[config.mk]
export PLATFORM = sky130hd
export DESIGN_NAME = xorshift64star_range_generator_unit_flat
export DESIGN_NICKNAME = d
export VERILOG_FILES = /design/src/rtl/xsr_pkg.sv /design/src/rtl/xsr_channels.sv /design/src/rtl/xorshift64star_range_generator_unit.sv /design/src/flat_wrapper.sv
export SDC_FILE = /design/constraint.sdc
export NUM_CORES = 2
export LEC_CHECK = 0
export CAP_MARGIN = 0
export CORE_MARGIN = 2
export CORE_UTILIZATION = 70
export CTS_CLUSTER_DIAMETER = 80
export DETAILED_ROUTE_END_ITERATION = 7
export DONT_BUFFER_PORTS = 1
export PLACE_DENSITY = 0.88
export SYNTH_ARGS = -nofsm -noshare
export SYNTH_HDL_FRONTEND = slang
export SYNTH_SLANG_ARGS = --single-unit
export TNS_END_PERCENT = 100
[constraint.sdc]
create_clock -name clock -period 28.5 [get_ports clock]
set_input_delay 2.85 -clock clock [delete_from_list [all_inputs] [get_ports clock]]
set_output_delay 2.85 -clock clock [all_outputs]
set_load 0.01 [all_outputs]
[src/rtl/xsr_pkg.sv]
// shared constants and helpers for the xorshift64* range generator
`default_nettype none

package xsr_pkg;

   localparam int unsigned DataWidth = 64;
   localparam int unsigned HalfWidth = DataWidth / 2;
   localparam int unsigned CountWidth = $clog2(DataWidth);

   localparam logic [DataWidth-1:0] DefaultSeed = 64'h853c_49e6_748f_ea9b;
   localparam logic [DataWidth-1:0] StarMult = 64'h2545_f491_4f6c_dd1d;

   localparam int unsigned ShiftA = 12;
   localparam int unsigned ShiftB = 25;
   localparam int unsigned ShiftC = 27;

   localparam logic CmdRaw = 1'b0;
   localparam logic CmdRange = 1'b1;

   typedef logic [DataWidth-1:0] word_type;
   typedef logic signed [DataWidth-1:0] sword_type;

   function automatic word_type xorshift_step(input word_type s);
      word_type t;
      t = s ^ (s >> ShiftA);
      t = t ^ (t << ShiftB);
      t = t ^ (t >> ShiftC);
      return t;
   endfunction

endpackage

`default_nettype wire

[src/rtl/xsr_channels.sv]
// request and response channel interfaces
`default_nettype none

interface xsr_req_if;
   import xsr_pkg::*;
   logic valid;
   logic ready;
   logic command;
   sword_type range_low;
   sword_type range_high;

   modport source (output valid, command, range_low, range_high, input ready);
   modport sink (input valid, command, range_low, range_high, output ready);
endinterface

interface xsr_rsp_if;
   import xsr_pkg::*;
   logic valid;
   logic ready;
   sword_type random_value;

   modport source (output valid, random_value, input ready);
   modport sink (input valid, random_value, output ready);
endinterface

`default_nettype wire

[src/rtl/xorshift64star_range_generator_unit.sv]
// xorshift64* generator with range reduction, iterative multiply and divide
// range requests run 64 restoring divide steps on one shared 66-bit adder
// one request in flight; a new beat is taken once the result sits in the response register, while it waits there
// reset: synchronous, state = default seed, no result pending
`default_nettype none

module xorshift64star_range_generator_unit (
   input  wire logic              clock,
   input  wire logic              reset,
   xsr_req_if.sink                req_channel,
   xsr_rsp_if.source              rsp_channel,
   input  wire logic              csr_write_enable,
   input  wire xsr_pkg::word_type csr_write_data
);
   import xsr_pkg::*;

   typedef enum logic [3:0] {
      IDLE_S, XS_S, MUL0_S, MUL1_S, MUL2_S, MUL3_S, DIV_S, FIN_S, DONE_S
   } state_type;

   state_type             state_ff;
   logic                  cmd_ff;
   word_type              low_ff;
   word_type              span_ff;
   word_type              gen_state_ff;
   logic [DataWidth-1:0]  prod_ff;
   word_type              acc_ff;
   word_type              rem_ff;
   logic [CountWidth-1:0] count_ff;
   word_type              result_ff;
   logic                  rsp_valid_ff;
   word_type              rsp_data_ff;

   logic                  req_fire;
   logic                  empty_range;
   logic [HalfWidth-1:0]  mul_a;
   logic [HalfWidth-1:0]  mul_b;
   logic [DataWidth+1:0]  alu_a;
   logic [DataWidth+1:0]  alu_b;
   logic                  alu_sub;
   logic [DataWidth+1:0]  alu_sum;
   word_type              raw_value;

   assign req_channel.ready = (state_ff == IDLE_S);
   assign req_fire = req_channel.valid && req_channel.ready;
   assign empty_range = (req_channel.command == CmdRange)
                        && (req_channel.range_high <= req_channel.range_low);

   assign rsp_channel.valid = rsp_valid_ff;
   assign rsp_channel.random_value = sword_type'(rsp_data_ff);

   // partial product operands
   always_comb begin
      case (state_ff)
         MUL1_S: begin
            mul_a = gen_state_ff[DataWidth-1:HalfWidth];
            mul_b = StarMult[HalfWidth-1:0];
         end
         MUL2_S: begin
            mul_a = gen_state_ff[HalfWidth-1:0];
            mul_b = StarMult[DataWidth-1:HalfWidth];
         end
         default: begin
            mul_a = gen_state_ff[HalfWidth-1:0];
            mul_b = StarMult[HalfWidth-1:0];
         end
      endcase
   end

   // shared adder
   always_comb begin
      case (state_ff)
         DIV_S: begin
            alu_a = {1'b0, rem_ff, acc_ff[DataWidth-1]};
            alu_b = {2'b00, span_ff};
            alu_sub = 1'b1;
         end
         FIN_S: begin
            alu_a = {2'b00, low_ff};
            alu_b = {2'b00, rem_ff};
            alu_sub = 1'b0;
         end
         default: begin
            alu_a = {2'b00, acc_ff};
            alu_b = {2'b00, prod_ff[HalfWidth-1:0], {HalfWidth{1'b0}}};
            alu_sub = 1'b0;
         end
      endcase
      alu_sum = alu_a + (alu_sub ? ~alu_b : alu_b) + {{(DataWidth+1){1'b0}}, alu_sub};
   end

   assign raw_value = {1'b0, alu_sum[DataWidth-1:1]};

   always_ff @(posedge clock) begin
      if (reset) begin
         state_ff <= IDLE_S;
         rsp_valid_ff <= 1'b0;
         gen_state_ff <= DefaultSeed;
      end else begin
         if (rsp_valid_ff && rsp_channel.ready && state_ff != DONE_S) begin
            rsp_valid_ff <= 1'b0;
         end
         case (state_ff)
            IDLE_S: begin
               if (req_fire) begin
                  cmd_ff <= req_channel.command;
                  low_ff <= word_type'(req_channel.range_low);
                  span_ff <= word_type'(req_channel.range_high)
                             - word_type'(req_channel.range_low);
                  if (empty_range) begin
                     result_ff <= word_type'(req_channel.range_low);
                     state_ff <= DONE_S;
                  end else begin
                     state_ff <= XS_S;
                  end
               end
            end
            XS_S: begin
               state_ff <= MUL0_S;
            end
            MUL0_S: begin
               prod_ff <= mul_a * mul_b;
               state_ff <= MUL1_S;
            end
            MUL1_S: begin
               acc_ff <= prod_ff;
               prod_ff <= mul_a * mul_b;
               state_ff <= MUL2_S;
            end
            MUL2_S: begin
               acc_ff <= alu_sum[DataWidth-1:0];
               prod_ff <= mul_a * mul_b;
               state_ff <= MUL3_S;
            end
            MUL3_S: begin
               if (cmd_ff == CmdRaw) begin
                  result_ff <= raw_value;
                  state_ff <= DONE_S;
               end else begin
                  acc_ff <= raw_value;
                  rem_ff <= '0;
                  count_ff <= CountWidth'(DataWidth - 1);
                  state_ff <= DIV_S;
               end
            end
            DIV_S: begin
               // restoring divide, one quotient bit per cycle
               if (alu_sum[DataWidth+1]) begin
                  rem_ff <= alu_a[DataWidth-1:0];
               end else begin
                  rem_ff <= alu_sum[DataWidth-1:0];
               end
               acc_ff <= {acc_ff[DataWidth-2:0], 1'b0};
               count_ff <= count_ff - CountWidth'(1);
               if (count_ff == '0) begin
                  state_ff <= FIN_S;
               end
            end
            FIN_S: begin
               result_ff <= alu_sum[DataWidth-1:0];
               state_ff <= DONE_S;
            end
            DONE_S: begin
               if (!rsp_valid_ff || rsp_channel.ready) begin
                  rsp_data_ff <= result_ff;
                  rsp_valid_ff <= 1'b1;
                  state_ff <= IDLE_S;
               end
            end
            default: begin
               state_ff <= IDLE_S;
            end
         endcase
         if (csr_write_enable) begin
            gen_state_ff <= (csr_write_data == '0) ? DefaultSeed : csr_write_data;
         end else if (state_ff == XS_S) begin
            gen_state_ff <= xorshift_step(gen_state_ff);
         end
      end
   end

   a_empty_range_passes_low: assert property (@(posedge clock) disable iff (reset)
      (req_fire && empty_range) |=>
         (state_ff == DONE_S && result_ff == word_type'($past(req_channel.range_low))))
      else $error("empty range did not return the lower bound");

   a_state_holds_in_divide: assert property (@(posedge clock) disable iff (reset)
      (state_ff == DIV_S && !csr_write_enable) |=> $stable(gen_state_ff))
      else $error("generator state moved during divide");

   a_remainder_below_span: assert property (@(posedge clock) disable iff (reset)
      (state_ff == DIV_S) |-> (rem_ff < span_ff))
      else $error("partial remainder not below span");

   a_raw_not_negative: assert property (@(posedge clock) disable iff (reset)
      (state_ff == DONE_S && cmd_ff == CmdRaw) |-> !result_ff[DataWidth-1])
      else $error("raw result has sign bit set");

endmodule

`default_nettype wire

[src/flat_wrapper.sv]
// flat-port wrapper written by rule: the top's interface ports become plain ports
module xorshift64star_range_generator_unit_flat import xsr_pkg::*;
  (clock, reset, csr_write_enable, csr_write_data, req_channel_valid, req_channel_command, req_channel_range_low, req_channel_range_high, req_channel_ready, rsp_channel_valid, rsp_channel_random_value, rsp_channel_ready);
  xsr_req_if req_channel_i ();
  xsr_rsp_if rsp_channel_i ();
  input  wire logic clock;
  input  wire logic reset;
  input  wire logic csr_write_enable;
  input  wire xsr_pkg::word_type csr_write_data;
  input wire logic [$bits(req_channel_i.valid)-1:0] req_channel_valid;
  input wire logic [$bits(req_channel_i.command)-1:0] req_channel_command;
  input wire logic [$bits(req_channel_i.range_low)-1:0] req_channel_range_low;
  input wire logic [$bits(req_channel_i.range_high)-1:0] req_channel_range_high;
  output wire logic [$bits(req_channel_i.ready)-1:0] req_channel_ready;
  output wire logic [$bits(rsp_channel_i.valid)-1:0] rsp_channel_valid;
  output wire logic [$bits(rsp_channel_i.random_value)-1:0] rsp_channel_random_value;
  input wire logic [$bits(rsp_channel_i.ready)-1:0] rsp_channel_ready;
  assign req_channel_i.valid = req_channel_valid;
  assign req_channel_i.command = req_channel_command;
  assign req_channel_i.range_low = req_channel_range_low;
  assign req_channel_i.range_high = req_channel_range_high;
  assign req_channel_ready = req_channel_i.ready;
  assign rsp_channel_valid = rsp_channel_i.valid;
  assign rsp_channel_random_value = rsp_channel_i.random_value;
  assign rsp_channel_i.ready = rsp_channel_ready;
  xorshift64star_range_generator_unit u_core (.clock(clock), .reset(reset), .req_channel(req_channel_i), .rsp_channel(rsp_channel_i), .csr_write_enable(csr_write_enable), .csr_write_data(csr_write_data));
endmodule
Word-level counts from Yosys, hierarchy flattened
Cells that the tools add are included.
- register bits after elaboration: 524
- input bits: 198
- word-level logic and storage cells: 88
- add/sub/neg operators: 4
- $mul: 1
- order comparisons: 1
- equality and inequality tests: 15
- mux-type cells: 29
- bitwise operators: 5
- reduce and logical (&&, ||, !) cells: 21
- operator list (cell ; number):
    $mux 64 ; 9
    $pmux 64 s2 ; 2
    $pmux 64 s4 ; 1
    $pmux 64 s3 ; 1
    $pmux 65 s2 ; 1
    $add 65x66->66 ; 1
    $add 66x1->66 ; 1
    $mux 66 ; 1
    $not 64->66 ; 1
    $le 64x64->1 ; 1
    $logic_not 64->1 ; 1
    $sub 64x64->64 ; 1
    $xor 64x37->64 ; 1
    $xor 64x52->64 ; 1
    $xor 64x64->64 ; 1
    $mul 32x31->63 ; 1
    $pmux 4 s9 ; 1
    $mux 32 ; 1
    $mux 31 ; 1
    $mux 4 ; 5
    $eq 4x3->1 const B ; 4
    $reduce_and 3->1 ; 5
    $pmux 6 s2 ; 1
    $eq 4x2->1 const B ; 2
    other kinds (20) ; 31

Logic depth before layout (Yosys ltp)
- word-level depth: 8
- mapped depth: 37
- gate-level depth less buffers: 35

Least setup slack after synthesis
No wires, ideal clock.
- path kind: input to register
- from: input port reset
- to: register u_core.cmd_ff (enable)
- library setup time: 0.619 ns
- arrival: 8.638 ns
- required time: 27.881 ns
- slack: 19.243 ns
- stages: 3
- buffers on the path: 2
- path through: clkbuf_1 -> buf_1 -> nor2_1
- word-level cells in the longest chain between the ends: 2
- ends and longest elaborated chain (what ; RTL line ; RTL):
    start: declaration ; flat_wrapper.sv:7 ; input wire logic reset;
    $not 1->1 (no line) ; n/a ;
    $reduce_and 3->1 (no line) ; n/a ;
    end signal: assignment ; xorshift64star_range_generator_unit.sv:106 ; cmd_ff <= req_channel.command;
    end: declaration ; xorshift64star_range_generator_unit.sv:22 ; logic cmd_ff;
No other way between the ends.
A chain may end at the register's enable or synchronous reset.

Worst setup path after layout
- from: register u_core.state_ff[0]
- to: register u_core.prod_ff[62] (data pin)
- word-level cells in the longest chain between the ends: 3
- ends and longest elaborated chain (what ; RTL line ; RTL):
    start: declaration ; xorshift64star_range_generator_unit.sv:21 ; state_type state_ff;
    start signal: assignment ; xorshift64star_range_generator_unit.sv:96 ; state_ff <= IDLE_S;
    start signal: assignment ; xorshift64star_range_generator_unit.sv:112 ; state_ff <= DONE_S;
    start signal: assignment ; xorshift64star_range_generator_unit.sv:114 ; state_ff <= XS_S;
    $eq 4x2->1 or $eq 4x3->1 (tied branches) ; xorshift64star_range_generator_unit.sv:54, xorshift64star_range_generator_unit.sv:103 ;
    $mux 32 or $mux 31 (tied branches) ; xorshift64star_range_generator_unit.sv:54 ; case (state_ff)
    $mul 32x31->63 * ; xorshift64star_range_generator_unit.sv:122, xorshift64star_range_generator_unit.sv:127, xorshift64star_range_generator_unit.sv:132 ;
    end signal: assignment ; xorshift64star_range_generator_unit.sv:122 ; prod_ff <= mul_a * mul_b;
    end signal: assignment ; xorshift64star_range_generator_unit.sv:127 ; prod_ff <= mul_a * mul_b;
    end signal: assignment ; xorshift64star_range_generator_unit.sv:132 ; prod_ff <= mul_a * mul_b;
    end: declaration ; xorshift64star_range_generator_unit.sv:26 ; logic [DataWidth-1:0] prod_ff;
Mark *: on every way between the ends. The rest lies on a longest branch, timed or not.

==> metrics.txt <==
placeable core region 80300 sq um; via count of the first global-routing pass roughly 46000; DR WL/cell between 20 and 30 microns; Worst-Margin Slew 1.30 ns; Tcrit/Tclk final between 30% and 40%; gp weighted congestion roughly 1.1; Layout area overhead 5.25%; Final #Nets between 7000 and 8000; number of distinct library cells after synthesis roughly 100; crit path time final between 10 and 15 ns; Global Route Usage Sum between 40% and 50%; first-pass GRT wire length about 270000 microns; FF+latch count, synth approximately 520; htree depth 2; outcome complete, no violations; final hold viol count 0; post-cts resize count 0; via count ~47000; commonest non-fill, non-tap cell in the layout inv_1; combinational family with the most area after synthesis adder cells; adder-cell share of the synthesized area between 30% and 40%; most frequent cells in the layout 930 x inv_1, 583 x fa_1, 511 x ha_1; Die X around 290 microns; port bufs 0; post-DR vias/cell about 6.7; CP max-delay cell mux2i_1; Crit. End Element flip-flop; Post-synth top flop edfxtp_1; Worst path max stage delay between 1 and 1.5 ns; post-synth top area share ~24%; Post-Syn Area per Cell 9.47 sq um; headroom to the max-slew limit a little over a tenth; largest net degree at the start of global routing 120; crit start category flip-flop; cell taking the most area after synthesis edfxtp_1; Synth Instances roughly 6000; Top Ports about 260; final-report setup violation count 0; Synth Area in Compound Gates between 10 and 15%; clk sinks around 520; Critical Path RT roughly 29 ns; R2R setup slack between 15 and 20 ns; EDFF count, synth 454; Worst-Skew Late Latency 0.66 ns; First-pass DRT Iterations 7; die height between 200 and 300 microns; initial DRC count about 6000; max cap viols 0; row count ~100; CTS Buf Count slightly below 60; fmax around 90 MHz; setup repair bufs after CTS 0; Reg clk slew, reported paths around 0.060 ns; Initial Utilization 70.4%; mux cell area share after synthesis approximately 3.0%; Routed Antenna Nets 0; total grt overflow 0; dominant cells by area after synthesis edfxtp_1 24%, fa_1 21%, ha_1 11%, inv_1 6.2%, a21oi_1 3.9%; layout cells sized above 1 ~4.2%; xor and xnor area share after synthesis roughly 5.6%; Hold WC Path Type flip-flop to flip-flop; Simple-Gate Fraction of Synth Area about 10%; final wirelength between 150000 and 200000 microns; Fin Setup TNS 0 ns; DR DRC count 0; type of the worst setup path flip-flop to flip-flop; post-synthesis instance area 56500 sq um; Crit Path Max Fanout 63; clock root buffer clkbuf_16; Worst EP arrival 11.39 ns; die area ~83000 sq um; antenna violations before repair 9; clk buf depth 3; dpl hpwl between 100000 and 150000 microns; fin. max-slew vios 0; Warnings, synthesis 0; Crit path top cell by count fa_1; CTS tree yes; Setup Skew 0.0567 ns; register area share after synthesis roughly a quarter; ys async rst share 0%; RSZ-0062 raised after global routing false; cts hold-fix bufs 0
==> synthesized netlist by cell type (all sizes together) (11+ instances only) <==
library cell  instances
o21ai               322
nor3                 62
a211oi               59
nor2                442
or3                  27
buf                  63
o21a                 23
nor4                 24
a221o                12
nand2b               38
o211ai               17
a21boi               11
xnor2               238
xor2                123
a21o                 92
nor2b                30
a222oi               14
mux2                 14
or2                  23
o22ai                66
a21oi               450
a22oi                14
nand2               482
nand3                44
and3                 27
clkbuf              211
nand4                49
inv                 932
a211o                11
fa                  583
a31oi                39
dfxtp                69
and2                 36
edfxtp              454
o21bai               53
mux2i               154
a221oi               15
ha                  511
o31ai                15
==> cells by family after synthesis <==
logic type | after synthesis
AOI/OAI and AO/OA | 1295
xor gates and xnor gates | 361
adders and majority gates | 1094
buffers and inverters | 1213
DFF | 523
muxes | 168
other | 2
and+or+nand+nor | 1314
==> path summary, 6_finish.rpt <==
kind	start	endpoint	depth (start not counted)
max	u_core.state_ff[0]	u_core.prod_ff[62]	30
min	u_core.result_ff[58]	u_core.rsp_channel.random_value[58]	0
max reg2reg	u_core.state_ff[0]	u_core.prod_ff[62]	30
min reg2reg	u_core.result_ff[58]	u_core.rsp_channel.random_value[58]	0
==> metrics by stage <==
stage	utilization, %	hold slack [ns]	setup WS (ns)	cell area, sq um	std cells
floorplan	-	0.400	19.24	56700	6028
global placement	71.6	0.402	17.93	57500	6867
detailed placement	71.6	0.405	17.71	57500	6867
CTS	74.1	0.397	17.61	59500	6977
global route	74.1	0.413	17.02	59500	6978
finish	74.1	0.385	17.46	59500	6980
==> area by class of cell <==
type	count	area, sq um
Sequential cell	523	15000
Tap cell	1060	1330
Clock buffer	64	1510
Timing Repair Buffer	53	410
Clock inverter	46	453
Antenna cell	3	7.51
Inverter	939	3520
Fill cell	5630	20800
Multi-Input combinational cell	4292	37200
==> layer usage <==
layer	routed length, microns	track usage, %	up-vias
li1	-	-	19905
met1	64700	55.2	22385
met2	81400	67.6	3377
met3	21600	10.3	858
met4	16200	31.2	14
met5	121	0	-
==> registers in the layout, summed over array words and instances (netlist names) <==
register,count
u_core.count_ff,6
u_core.prod_ff,63
u_core.span_ff,64
u_core.rsp_channel.valid,1
u_core.state_ff,4
u_core.cmd_ff,1
u_core.low_ff,64
u_core.acc_ff,64
u_core.gen_state_ff,64
u_core.rem_ff,64
u_core.result_ff,64
u_core.rsp_channel.random_value,64
==> critical path: cells and delay by family (launching register included) <==
kind	cells	cell delay [ns]
multiplexers	1	1.12
XOR/XNOR	1	0.09
flip-flops	1	0.84
AND/OR/NAND/NOR	3	1.19
AO/OA/AOI/OAI	9	2.00
buffers and inverters	7	1.08
adder cells (fa/ha/maj)	9	4.32
Power is left out: the tool's default activity adds up to more than one toggle a clock period on the data nets, which glitch-free logic cannot reach.
